--- config.mk ---
export PLATFORM = sky130hd
export DESIGN_NAME = stepper_half_step_sequencer
export DESIGN_NICKNAME = d
export VERILOG_FILES = /design/src/sv/shss_pkg.sv /design/src/sv/shss_csr_regs.sv /design/src/sv/shss_step_core.sv /design/src/sv/stepper_half_step_sequencer.sv
export SDC_FILE = /design/constraint.sdc
export NUM_CORES = 1
export LEC_CHECK = 0
export ABC_AREA = 1
export BUFFER_PORTS_ARGS = -buffer_cell sky130_fd_sc_hd__buf_2
export CORE_UTILIZATION = 50
export DETAILED_ROUTE_END_ITERATION = 10
export PLACE_DENSITY = 0.81
export SLEW_MARGIN = 20
export SYNTH_ARGS = -nofsm -noshare
export SYNTH_HDL_FRONTEND = slang
export SYNTH_SLANG_ARGS = --single-unit
--- constraint.sdc ---
create_clock -name clock -period 3.04 [get_ports clock]
set_input_delay 0.152 -clock clock [delete_from_list [all_inputs] [get_ports clock]]
set_output_delay 0.152 -clock clock [all_outputs]
set_load 0.05 [all_outputs]
--- src/sv/shss_pkg.sv ---
package shss_pkg;

   // Sequencer dimensions
   localparam int NUM_PHASES = 8;
   localparam int NUM_SPEEDS = 5;

   localparam int PHASE_W  = 3;
   localparam int COIL_W   = 4;
   localparam int COUNT_W  = 8;
   localparam int SPEED_W  = 3;
   localparam int DIR_W    = 2;
   localparam int CSR_IDX_W  = 2;
   localparam int CSR_DATA_W = 3;

   // Register indexes on the configuration port
   localparam logic [CSR_IDX_W-1:0] CSR_SPEED_INDEX = 2'd0;
   localparam logic [CSR_IDX_W-1:0] CSR_DIRECTION   = 2'd1;

   localparam logic [PHASE_W-1:0] LAST_PHASE = PHASE_W'(NUM_PHASES - 1);
   localparam logic [SPEED_W-1:0] LAST_SPEED = SPEED_W'(NUM_SPEEDS - 1);

   typedef struct packed {
      logic [SPEED_W-1:0] speed_index;
      logic [DIR_W-1:0]   direction;
   } cfg_type;

   typedef struct packed {
      logic               emit;
      logic [COIL_W-1:0]  coil_pattern;
      logic [PHASE_W-1:0] phase_index;
   } step_type;

   // Half-step coil drive pattern for each phase
   function automatic logic [COIL_W-1:0] coil_lookup(input logic [PHASE_W-1:0] ph);
      logic [COIL_W-1:0] pat;
      case (ph)
         3'd0:    pat = 4'h1;
         3'd1:    pat = 4'h3;
         3'd2:    pat = 4'h2;
         3'd3:    pat = 4'h6;
         3'd4:    pat = 4'h4;
         3'd5:    pat = 4'hc;
         3'd6:    pat = 4'h8;
         default: pat = 4'h9;
      endcase
      return pat;
   endfunction

   // Step period in ticks for each speed setting
   function automatic logic [COUNT_W-1:0] period_lookup(input logic [SPEED_W-1:0] idx);
      logic [COUNT_W-1:0] per;
      case (idx)
         3'd0:    per = 8'd250;
         3'd1:    per = 8'd125;
         3'd2:    per = 8'd83;
         3'd3:    per = 8'd43;
         default: per = 8'd25;
      endcase
      return per;
   endfunction

endpackage

--- src/sv/shss_csr_regs.sv ---
module shss_csr_regs (
   input  logic                             clock,
   input  logic                             reset,
   input  logic                             csr_valid,
   output logic                             csr_ready,
   input  logic [shss_pkg::CSR_IDX_W-1:0]   csr_index,
   input  logic [shss_pkg::CSR_DATA_W-1:0]  csr_data,
   output shss_pkg::cfg_type                cfg
);

   shss_pkg::cfg_type cfg_ff;
   shss_pkg::cfg_type cfg_in;

   assign csr_ready = 1'b1;
   assign cfg       = cfg_ff;

   // Decode the write; unknown indexes are dropped
   always_comb begin
      cfg_in = cfg_ff;
      if (csr_valid) begin
         unique case (csr_index)
            shss_pkg::CSR_SPEED_INDEX: cfg_in.speed_index = csr_data;
            shss_pkg::CSR_DIRECTION:   cfg_in.direction   = csr_data[shss_pkg::DIR_W-1:0];
            default: ;
         endcase
      end
   end

   always_ff @(posedge clock) begin
      if (reset) begin
         cfg_ff.speed_index <= '0;
         cfg_ff.direction   <= shss_pkg::DIR_W'(1);
      end else begin
         cfg_ff <= cfg_in;
      end
   end

endmodule

--- src/sv/shss_step_core.sv ---
module shss_step_core (
   input  logic               clock,
   input  logic               reset,
   input  logic               tick,
   input  logic               run_enable,
   input  shss_pkg::cfg_type  cfg,
   output shss_pkg::step_type step
);

   logic [shss_pkg::COUNT_W-1:0] tick_count_ff, tick_count_in;
   logic [shss_pkg::PHASE_W-1:0] phase_ff, phase_in;

   logic                         counted;
   logic [shss_pkg::SPEED_W-1:0] speed_sel;
   logic [shss_pkg::COUNT_W-1:0] period;
   logic [shss_pkg::COUNT_W-1:0] count_inc;
   logic                         hit;
   logic [shss_pkg::PHASE_W-1:0] ph;
   logic [shss_pkg::PHASE_W-1:0] ph_next;

   // Count only when running with a speed and a direction
   assign counted   = run_enable && (cfg.speed_index != '0) && (cfg.direction != '0);
   assign speed_sel = (cfg.speed_index > shss_pkg::LAST_SPEED) ? shss_pkg::LAST_SPEED
                                                               : cfg.speed_index;
   assign period    = shss_pkg::period_lookup(speed_sel);
   assign count_inc = tick_count_ff + 1'b1;
   assign hit       = counted && (count_inc >= period);

   // Clamp phase, then step it with wrap; direction sign bit means reverse
   assign ph = (phase_ff > shss_pkg::LAST_PHASE) ? shss_pkg::LAST_PHASE : phase_ff;

   always_comb begin
      if (!cfg.direction[shss_pkg::DIR_W-1]) begin
         ph_next = (ph == shss_pkg::LAST_PHASE) ? '0 : ph + 1'b1;
      end else begin
         ph_next = (ph == '0) ? shss_pkg::LAST_PHASE : ph - 1'b1;
      end
   end

   always_comb begin
      tick_count_in = tick_count_ff;
      phase_in      = phase_ff;
      if (tick && counted) begin
         tick_count_in = hit ? '0 : count_inc;
         if (hit) begin
            phase_in = ph_next;
         end
      end
   end

   assign step.emit         = tick && hit;
   assign step.coil_pattern = shss_pkg::coil_lookup(ph);
   assign step.phase_index  = ph;

   always_ff @(posedge clock) begin
      if (reset) begin
         tick_count_ff <= '0;
         phase_ff      <= '0;
      end else begin
         tick_count_ff <= tick_count_in;
         phase_ff      <= phase_in;
      end
   end

endmodule

--- src/sv/stepper_half_step_sequencer.sv ---
// Half-step stepper motor sequencer.
// Input channel (req_valid/req_ready, req_run_enable): one transaction per
// timer tick. A tick counts when run_enable is set, speed_index is non-zero
// and direction is non-zero; when the count reaches the period of the chosen
// speed, one transaction goes out on the result channel (rsp_valid/rsp_ready)
// with the coil pattern and phase index, and the phase steps with wrap.
// Ticks that do not reach the period produce no result.
// Configuration (csr_valid/csr_ready, csr_index, csr_data) is always ready:
// index 0 is speed_index, index 1 is direction (2-bit signed); write it only
// while the block is idle.
// A tick passes through the input register, then the result register, before
// rsp_valid rises. Throughput: one tick per cycle while rsp_ready is high, set
// by the counter and phase update.
// When the receiver stalls, the result register holds and the input register
// backs up; req_ready drops only while both are full and rsp_ready is low.
// Synchronous reset clears the counter and phase to zero, speed_index to 0
// and direction to forward, and empties both registers.
module stepper_half_step_sequencer (
   input  logic                             clock,
   input  logic                             reset,
   input  logic                             req_valid,
   output logic                             req_ready,
   input  logic                             req_run_enable,
   output logic                             rsp_valid,
   input  logic                             rsp_ready,
   output logic [shss_pkg::COIL_W-1:0]      rsp_coil_pattern,
   output logic [shss_pkg::PHASE_W-1:0]     rsp_phase_index,
   input  logic                             csr_valid,
   output logic                             csr_ready,
   input  logic [shss_pkg::CSR_IDX_W-1:0]   csr_index,
   input  logic [shss_pkg::CSR_DATA_W-1:0]  csr_data
);

   shss_pkg::cfg_type  cfg;
   shss_pkg::step_type step;

   logic                          in_valid_ff, in_valid_in;
   logic                          in_run_ff;
   logic                          out_valid_ff, out_valid_in;
   logic [shss_pkg::COIL_W-1:0]   out_coil_ff;
   logic [shss_pkg::PHASE_W-1:0]  out_phase_ff;
   logic                          advance;

   shss_csr_regs u_csr (
      .clock     (clock),
      .reset     (reset),
      .csr_valid (csr_valid),
      .csr_ready (csr_ready),
      .csr_index (csr_index),
      .csr_data  (csr_data),
      .cfg       (cfg)
   );

   shss_step_core u_core (
      .clock      (clock),
      .reset      (reset),
      .tick       (advance),
      .run_enable (in_run_ff),
      .cfg        (cfg),
      .step       (step)
   );

   // Move the held tick through the core when the result register is free
   assign advance   = in_valid_ff && (!out_valid_ff || rsp_ready);
   assign req_ready = !in_valid_ff || advance;

   assign in_valid_in  = req_valid ? 1'b1 : (in_valid_ff && !advance);
   assign out_valid_in = advance ? step.emit : (out_valid_ff && !rsp_ready);

   always_ff @(posedge clock) begin
      if (reset) begin
         in_valid_ff  <= 1'b0;
         out_valid_ff <= 1'b0;
      end else begin
         if (req_ready) begin
            in_valid_ff <= in_valid_in;
         end
         out_valid_ff <= out_valid_in;
      end
   end

   // Capture payloads
   always_ff @(posedge clock) begin
      if (req_valid && req_ready) begin
         in_run_ff <= req_run_enable;
      end
      if (advance && step.emit) begin
         out_coil_ff  <= step.coil_pattern;
         out_phase_ff <= step.phase_index;
      end
   end

   assign rsp_valid        = out_valid_ff;
   assign rsp_coil_pattern = out_coil_ff;
   assign rsp_phase_index  = out_phase_ff;

endmodule
; Yosys cells after proc, flatten, opt, wreduce, memory -nomap -nowiden
; Cells that the tools add are included.
[word_totals]
inputBits = 11
word_cells = 60
out_inout_bits = 10
register_bits = 26
[classes]
n_mux = 10
n_reduce_logical = 24
n_eq_ne = 11
order_cmp = 3
addsub = 3
[op_table]
columns = cell, n
row1 = $pmux 8 s4, 1
row2 = $pmux 4 s7, 1
row3 = $mux 3, 5
row4 = $eq 3x2->1 const B, 4
row5 = $eq 3x3->1 const B, 4
row6 = $logic_and 1x1->1, 10
row7 = $add 8x1->8 const B, 1
row8 = $ge 8x8->1, 1
row9 = $mux 8, 1
row10 = $eq 3x1->1 const B, 2
row11 = $gt 3x3->1 const B, 2
row12 = $logic_not 3->1, 2
row13 = $reduce_and 2->1, 3
row14 = $logic_not 1->1, 4
row15 = $add 3x1->3 const B, 1
row16 = $reduce_bool 3->1, 1
row17 = $sub 3x1->3 const B, 1
row18 = $eq 2x1->1 const B, 1
row19 = $logic_not 2->1, 1
row20 = $logic_or 1x1->1, 2
row21 = $mux 1, 2
row22 = $reduce_bool 2->1, 1

; Logic depth before layout (Yosys ltp)
; Gate-level depths: netlist (run 1).
[depth]
ltp_word = 8
mapped_depth = 15

; Hierarchy
; A second synthesis (run 1) with hierarchy kept.
[unflattened]
hier_cells = 205
area_unflattened_um2 = 1574.0
[modules_own_cells]
columns = module, cells_per_inst, area_each_um2, seq_area_each_um2, instances
row1 = shss_step_core, 144, 978.4, 220.2, 1
row2 = stepper_half_step_sequencer, 26, 345.3, 280.3, 1
row3 = shss_csr_regs, 35, 250.2, 100.1, 1

; Worst setup path after synthesis (run 1)
; Ideal clock, no wire load.
[synth_timing]
kind = register to register
from = reg u_core.tick_count_ff[0] (netlist name)
to = reg out_coil_ff (netlist bit rsp_coil_pattern[0]) (enable)
required_ns = 2.721
slack_ns = 0.895
setup_ns = 0.319
arrival_ns = 1.826
path_stages_with_launch = 14
cell_sequence = dfxtp_1 > ha_1 > nand2_1 > nor2_1 > nand2_1 > nand2_1 > nand2_1 > ha_1 > nand2_1 > nor2_1 > nor2_4 > nand2_2 > nand2_1 > inv_1
[synth_via]
elab_chain_cells = 5
[synth_lines]
columns = element, line
row1 = start: declaration, shss_step_core.sv:10  ; logic [shss_pkg::COUNT_W-1:0] tick_count_ff, tick_count_in;
row2 = start signal: assignment, shss_step_core.sv:60  ; tick_count_ff <= tick_count_in;
row3 = $add 8x1->8, shss_step_core.sv:26  ; assign count_inc = tick_count_ff + 1'b1;
row4 = $ge 8x8->1, shss_step_core.sv:27  ; assign hit = counted && (count_inc >= period);
row5 = $logic_and 1x1->1, shss_step_core.sv:27
row6 = $logic_and 1x1->1, shss_step_core.sv:51  ; assign step.emit = tick && hit;
row7 = $logic_and 1x1->1, stepper_half_step_sequencer.sv:87  ; if (advance && step.emit) begin
row8 = end signal: assignment, stepper_half_step_sequencer.sv:88  ; out_coil_ff <= step.coil_pattern;
row9 = end: declaration, stepper_half_step_sequencer.sv:40  ; logic [shss_pkg::COIL_W-1:0] out_coil_ff;
; No other way between the ends.
; A chain may end at the register's enable or synchronous reset.

; Final worst setup path (run 1)
[layout_timing]
from = reg u_core.tick_count_ff[0] (netlist name)
to = reg out_phase_ff (netlist bit rsp_phase_index[0]) (enable)
[layout_via]
elab_chain_cells = 5
[layout_lines]
columns = element, line
row1 = $add 8x1->8, shss_step_core.sv:26
row2 = $ge 8x8->1, shss_step_core.sv:27
row3 = $logic_and 1x1->1, shss_step_core.sv:27
row4 = $logic_and 1x1->1, shss_step_core.sv:51
row5 = $logic_and 1x1->1, stepper_half_step_sequencer.sv:87
row6 = end signal: assignment, stepper_half_step_sequencer.sv:89  ; out_phase_ff <= step.phase_index;
row7 = end: declaration, stepper_half_step_sequencer.sv:41  ; logic [shss_pkg::PHASE_W-1:0] out_phase_ff;
; No other way between the ends.

==> results of run 1 <==
## cells in the final DEF (no fill, tap or decap), types with 5 or more instances in the layout
cell | Yosys | routed
nor2_1 | 20 | 20
dfxtp_1 | 18 | 18
nand3_1 | 5 | 5
edfxtp_1 | 8 | 8
nand4_1 | 7 | 7
nand2_1 | 42 | 42
buf_2 | 0 | 19
a21oi_1 | 16 | 16
ha_1 | 13 | 13
o21ai_0 | 11 | 11
inv_1 | 20 | 20
## critical path, delay by kind of cell, from the launching register on
family,cells,cell delay (ps)
simple gates,10,950
fa+ha+maj,2,510
flops,1,420
buf+inv,1,240
## area by class of cell
| cell class | count | area (um^2) | share of cell area |
|---|---|---|---|
| Clock inverter | 1 | 30.0 | 0.0178 |
| Multi-Input combinational cell | 138 | 803 | 0.477 |
| Timing Repair Buffer | 20 | 105 | 0.0625 |
| Clock buffer | 3 | 22.5 | 0.0134 |
| Inverter | 22 | 82.6 | 0.0491 |
| Tap cell | 31 | 38.8 | 0.0230 |
| Sequential cell | 26 | 601 | 0.357 |
## registers in the layout, summed over array words and instances (netlist names)
name                  cells
u_core.tick_count_ff      8
u_csr.cfg                 5
rsp_coil_pattern          4
rsp_phase_index           3
u_core.phase_ff           3
in_run_ff                 1
in_valid_ff               1
rsp_valid                 1
## stage by stage
step | power, mW | util | hold WS (ps)
2_1_floorplan | 0.411 | - | 251
4_1_cts | 0.666 | 0.595 | 45.6
6_report | 0.659 | 0.595 | 62.1
3_5_place_dp | 0.425 | 0.573 | 330
5_1_grt | 0.685 | 0.595 | 66.9
3_3_place_gp | 0.424 | 0.573 | 330
## path summary, 6_finish.rpt
check / endpoint / slack [ps] / cells after the start
worst max register to register: rsp_phase_index[0]$_DFFE_PP_ / 630 / 13
worst min register to register: u_core.tick_count_ff[7]$_SDFFE_PP0P_ / 500 / 2
worst max-delay path: rsp_phase_index[0]$_DFFE_PP_ / 630 / 13
worst min-delay path: u_csr.cfg[1]$_SDFFE_PP0P_ / 60 / 3
## power by group through the flow
| stage | registers (mW) | clock network (mW) | logic [mW] |
|---|---|---|---|
| finish | 0.365 | 0.240 | 0.0533 |
| global route | 0.366 | 0.258 | 0.0611 |
| CTS | 0.366 | 0.247 | 0.0535 |
| detailed placement | 0.373 | 0 | 0.0523 |
| global placement | 0.373 | 0 | 0.0508 |
| floorplan | 0.372 | 0 | 0.0390 |
## layer usage
layer  track usage  vias up  wire [um]
met2         0.267       28       1190
met1         0.246      528       1340
met4        0.0662        0         30
li1              -      659          -
met3        0.0227        4        112
met5             0        -          0
## kinds of logic after synthesis
logic type / synth area share
fa+ha+maj: 0.107
other cells: 0.00247
flops: 0.395
xor+xnor: 0.0338
compound gates: 0.0938
simple gates: 0.284
buf+inv: 0.0765
mux: 0.00741
## timing repair
item	4_1_cts	5_1_grt
resized for setup	0	0
hold buffers	1	0
endpoints found under the hold margin	1	0
endpoints found under the setup margin	0	0
==> metrics, run 1 <==
DRT Pass-1 Iters=8; hold path start=csr_data[1]; CTS tree=done; FMAX=414 MHz; reg-to-reg startpoint=u_core.tick_count_ff[0]$_SDFFE_PP0P_; CP required=3070 ps; Via density=5.06; placed cell area=1620 um^2; outcome=complete, but fails checks; Post-Syn Area per Cell=7.92 um^2; DIE HEIGHT=~57 um; Nets=235; Setup TNS=0 ps; n_diodes=0; final worst-path cycle share=0.794; Worst Setup SP=u_core.tick_count_ff[0]$_SDFFE_PP0P_; first-pass GRT wire length=around 4.4 mm; Post-synth EDFFs=8; dpl cells=236; leading cell types by count after synthesis=nand2_1 (42), inv_1 (20), nor2_1 (20), dfxtp_1 (18), a21oi_1 (16); syn nets=216; failing checks=design-rule violations; WL final=2.66 mm; Die X=approximately 57 um; Area Overhead vs Synth=10.7%; vias in the first global route=around 1k; CP Capture Type=register; Tmin final=around 2400 ps; Yosys reg bits=26; Power Dens Cells=392 nW/um^2; final setup violating endpoints=0; wire per inst=around 11 um; input/output buffers=19; # DRC=6; RSZ-0062 raised after global routing=false; share of cells above drive strength 1=0.186; clock slew at reported path FFs=150 ps; CP max-delay cell=dfxtp_1; GPL Wtd Cong=between 0.7 and 0.8; Non-Filler Instances=~240; CP Class=register to register; # H-tree levels=1; Max clock buf depth=2; Crit path top cell by count=nand2_1; Post-Place Worst Slack=approximately 650 ps; internal cell power=around 0.51 mW; post-synth top area cell=dfxtp_1; Hold Fails Final Rpt=0; clock group share of total power=0.365; Final Max Tran Viols=0; Iteration-0 DRC Markers=42; startpoint types=register; Fillers=~250; setup ws final=between 600 and 700 ps; Final Cell Area=between 1500 and 2000 um^2; Max-Cap Viols=0; dpl hpwl=2.01 mm; Reg power frac=0.554; Ports=21; Comb power frac=0.081; clock latency on the worst-skew pair=approximately 320 ps; Async S/R FF share, synth=0; Max VDD drop=about 0.23 mV; switching fraction of total power=0.219; largest net degree at the start of global routing=16; Setup Buffers After CTS=0; hold crit path type=input port to register; Initial Util=0.537; predominant post-synthesis flop cell=dfxtp_1; total CTS buffers=3; most frequent cell after synthesis=nand2_1; initial antenna violation count=0; slowest stage delay, CP=420 ps; GR Overflow Total=0; GR Util All Layers=0.172; sequential element share of the synthesized area=0.395; Final ANT Viol Nets=0; Sw Pwr=0.144 mW; Synth Cell Area=~1500 um^2; top post-synthesis cells by area=dfxtp_1 (24%), edfxtp_1 (16%), ha_1 (11%); yosys warns=0; Yosys top cell area share=0.237; CP Cell Sequence=ha_1 -> nand2_1 -> nor2_1 -> nand2_1 -> nand2_1 -> nand2_1 -> ha_1 -> nand2_1 -> nor2_1 -> nand2_2 -> nand2_2 -> nand2_1 -> inv_1; WP data arrival=~2400 ps; core area=between 2000 and 3000 um^2; Setup Skew=6.72 ps; clk root buf=clkbuf_4; die area=3260 um^2; post-synth cell types=28; # clock sinks=26; FP Rows=19; P_leak=0.771 nW; Syn Inst Count=between 150 and 200; routed via count=between 1k and 1.5k; Crit Path Max Fanout=9
Power figures use the tool's default switching activity.
==> inputs of run 2 (changes only) <==
clock period = 2.5 ns   (was 3.04 ns; I/O delays follow)
==> run 2 against run 1 <==
The flow still finishes with violations (design-rule violations). Register-to-register slack lost 430 ps. Die area unchanged. Utilization rose by 0.13 points. Total power increased by 22%. Critical path type unchanged. Largest power group unchanged. Highest routed layer unchanged.
==> metrics, run 2 (same netlist as run 1, synthesis figures left out) <==
outcome=complete, but fails checks; failing checks=design-rule violations; slowest stage delay, CP=a little under 400 ps; most common cell after layout, fill and taps aside=nand2_1; clock group share of total power=0.366; Nets=235; CTS tree=done; met2 Usage GRT=0.257; Sw Pwr=about 0.18 mW; Final Max Tran Viols=0; Power Dens Cells=~480 nW/um^2; Crit path max-delay family=simple AND/OR/NAND/NOR gates; Hold Fails Final Rpt=0; Max VDD drop=0.278 mV; CP Buf/Inv Count=1; Register Area=between 600 and 700 um^2; internal cell power=0.626 mW; CP Capture Type=register; global route hottest layer=met2; wire per inst=10.9 um; clock slew at reported path FFs=~140 ps; Initial Util=0.537; final setup violating endpoints=0; vias in the first global route=993; clk root buf=clkbuf_4; routed via count=between 1k and 1.5k; met1 global-route usage=0.252; WL final=~2.6 mm; startpoint types=register; Crit Path Max Fanout=9; Reg power frac=0.554; Worst Setup SP=u_core.tick_count_ff[1]$_SDFFE_PP0P_; most frequent cells in the layout=nand2_1 (42), nor2_1 (20), inv_1 (19), buf_2 (19), dfxtp_1 (17); # DRC=7; GPL Wtd Cong=between 0.7 and 0.8; M3 GR Usage=0.0295; # clock sinks=26; switching fraction of total power=0.220; P_leak=0.768 nW; Comb power frac=0.081; Via density=about 5; hold path start=req_valid; DRT Pass-1 Iters=7; hold crit path type=input port to register; RSZ-0062 raised after global routing=false; Setup Skew=between 7 and 8 ps; Die X=~57 um; largest net degree at the start of global routing=16; Non-Filler Instances=between 200 and 250; Top reg by flops=u_core.tick_count_ff; Max-Cap Viols=0; dpl cells=around 240; Crit path top cell by count=nand2_1; Area Overhead vs Synth=10.9%; Iteration-0 DRC Markers=31; dpl hpwl=1.96 mm; Setup TNS=0 ps; clock latency on the worst-skew pair=330 ps; CP Class=register to register; share of cells above drive strength 1=0.195; Fillers=roughly 250; WP data arrival=between 2000 and 2500 ps; CP required=2560 ps; FP Rows=19; CP Cell Sequence=ha_1 -> nand2_1 -> nor2_1 -> nand2_1 -> nand2_1 -> nand2_1 -> ha_1 -> nand2_1 -> nor2_1 -> nand2_2 -> nand2_2 -> nand2_1 -> inv_4; final worst-path cycle share=0.923; GR Overflow Total=0; CP max-delay cell=dfxtp_1; reg-to-reg startpoint=u_core.tick_count_ff[1]$_SDFFE_PP0P_; Ports=21; core area=about 2800 um^2; # H-tree levels=1; max reg flops=8; Final ANT Viol Nets=0; Multi-input gate area=around 800 um^2; FMAX=~430 MHz; input/output buffers=19; Tmin final=between 2000 and 2500 ps; initial antenna violation count=0; n_diodes=0; Max clock buf depth=2; DIE HEIGHT=57.1 um; total CTS buffers=3; GR Util All Layers=0.174; first-pass GRT wire length=between 4 and 5 mm; die area=approximately 3300 um^2
==> run 2: cell types whose count changed in the layout (fill, tap and decap cells not counted) <==
| cell | previous run | this run |
|---|---|---|
| inv_4 | 0 | 1 |
| dfxtp_1 | 18 | 17 |
| dfxtp_2 | 0 | 1 |
| inv_1 | 20 | 19 |
==> run 2: worst reg2reg max path: stages (launching register included) <==
cell     delay, ps
dfxtp_1        390
ha_1           210
nand2_1         60
nor2_1         120
nand2_1         70
nand2_1         60
nand2_1         70
ha_1           290
nand2_1         70
nor2_1         130
nand2_2        140
nand2_2        130
nand2_1        150
inv_4          140
==> run 2: layout make-up <==
type                    instances  area share
multi-input cells             138       0.476
flip-flops and latches         26       0.357
repair buffers                 20      0.0623
inverters                      22      0.0504
well taps                      31      0.0230
clock inverters                 1      0.0178
clock buffers                   3      0.0134
==> run 2: layer usage <==
metal	vias to the layer above	wire (um)
met2	31	1110
li1	659	-
met5	-	0
met3	5	130
met4	0	51
met1	528	1340
==> run 2: what timing repair did <==
item	CTS	global route
hold buffers	1	0
endpoints found under the hold margin	1	0
setup endpoints to repair	0	7
buffers inserted	0	0
resized for setup	0	3
==> run 2: per-stage QoR <==
stage	setup WS, ps	instance area, um^2	util	hold WS [ps]	total power [mW]
finish	193	1690	0.596	29.0	0.803
global placement	226	1620	0.573	303	0.515
floorplan	355	1520	-	224	0.500
global route	24.1	1690	0.596	29.3	0.833
CTS	52.5	1680	0.595	18.3	0.806
detailed placement	109	1620	0.573	303	0.516
==> run 2: path summary, 6_finish.rpt <==
check | to | slack [ps] | cells after the start
max | rsp_phase_index[0]$_DFFE_PP_ | 190 | 13
min | in_valid_ff$_SDFFE_PP0N_ | 30 | 3
max reg2reg | rsp_phase_index[0]$_DFFE_PP_ | 190 | 13
min reg2reg | u_core.tick_count_ff[7]$_SDFFE_PP0P_ | 490 | 2
==> run 2: power by group through the flow <==
| stage | sequential (mW) | combinational, mW | clock, mW |
|---|---|---|---|
| global route | 0.446 | 0.0734 | 0.314 |
| detailed placement | 0.454 | 0.0628 | 0 |
| finish | 0.444 | 0.0648 | 0.294 |
| floorplan | 0.453 | 0.0474 | 0 |
| global placement | 0.453 | 0.0617 | 0 |
| CTS | 0.444 | 0.0652 | 0.296 |
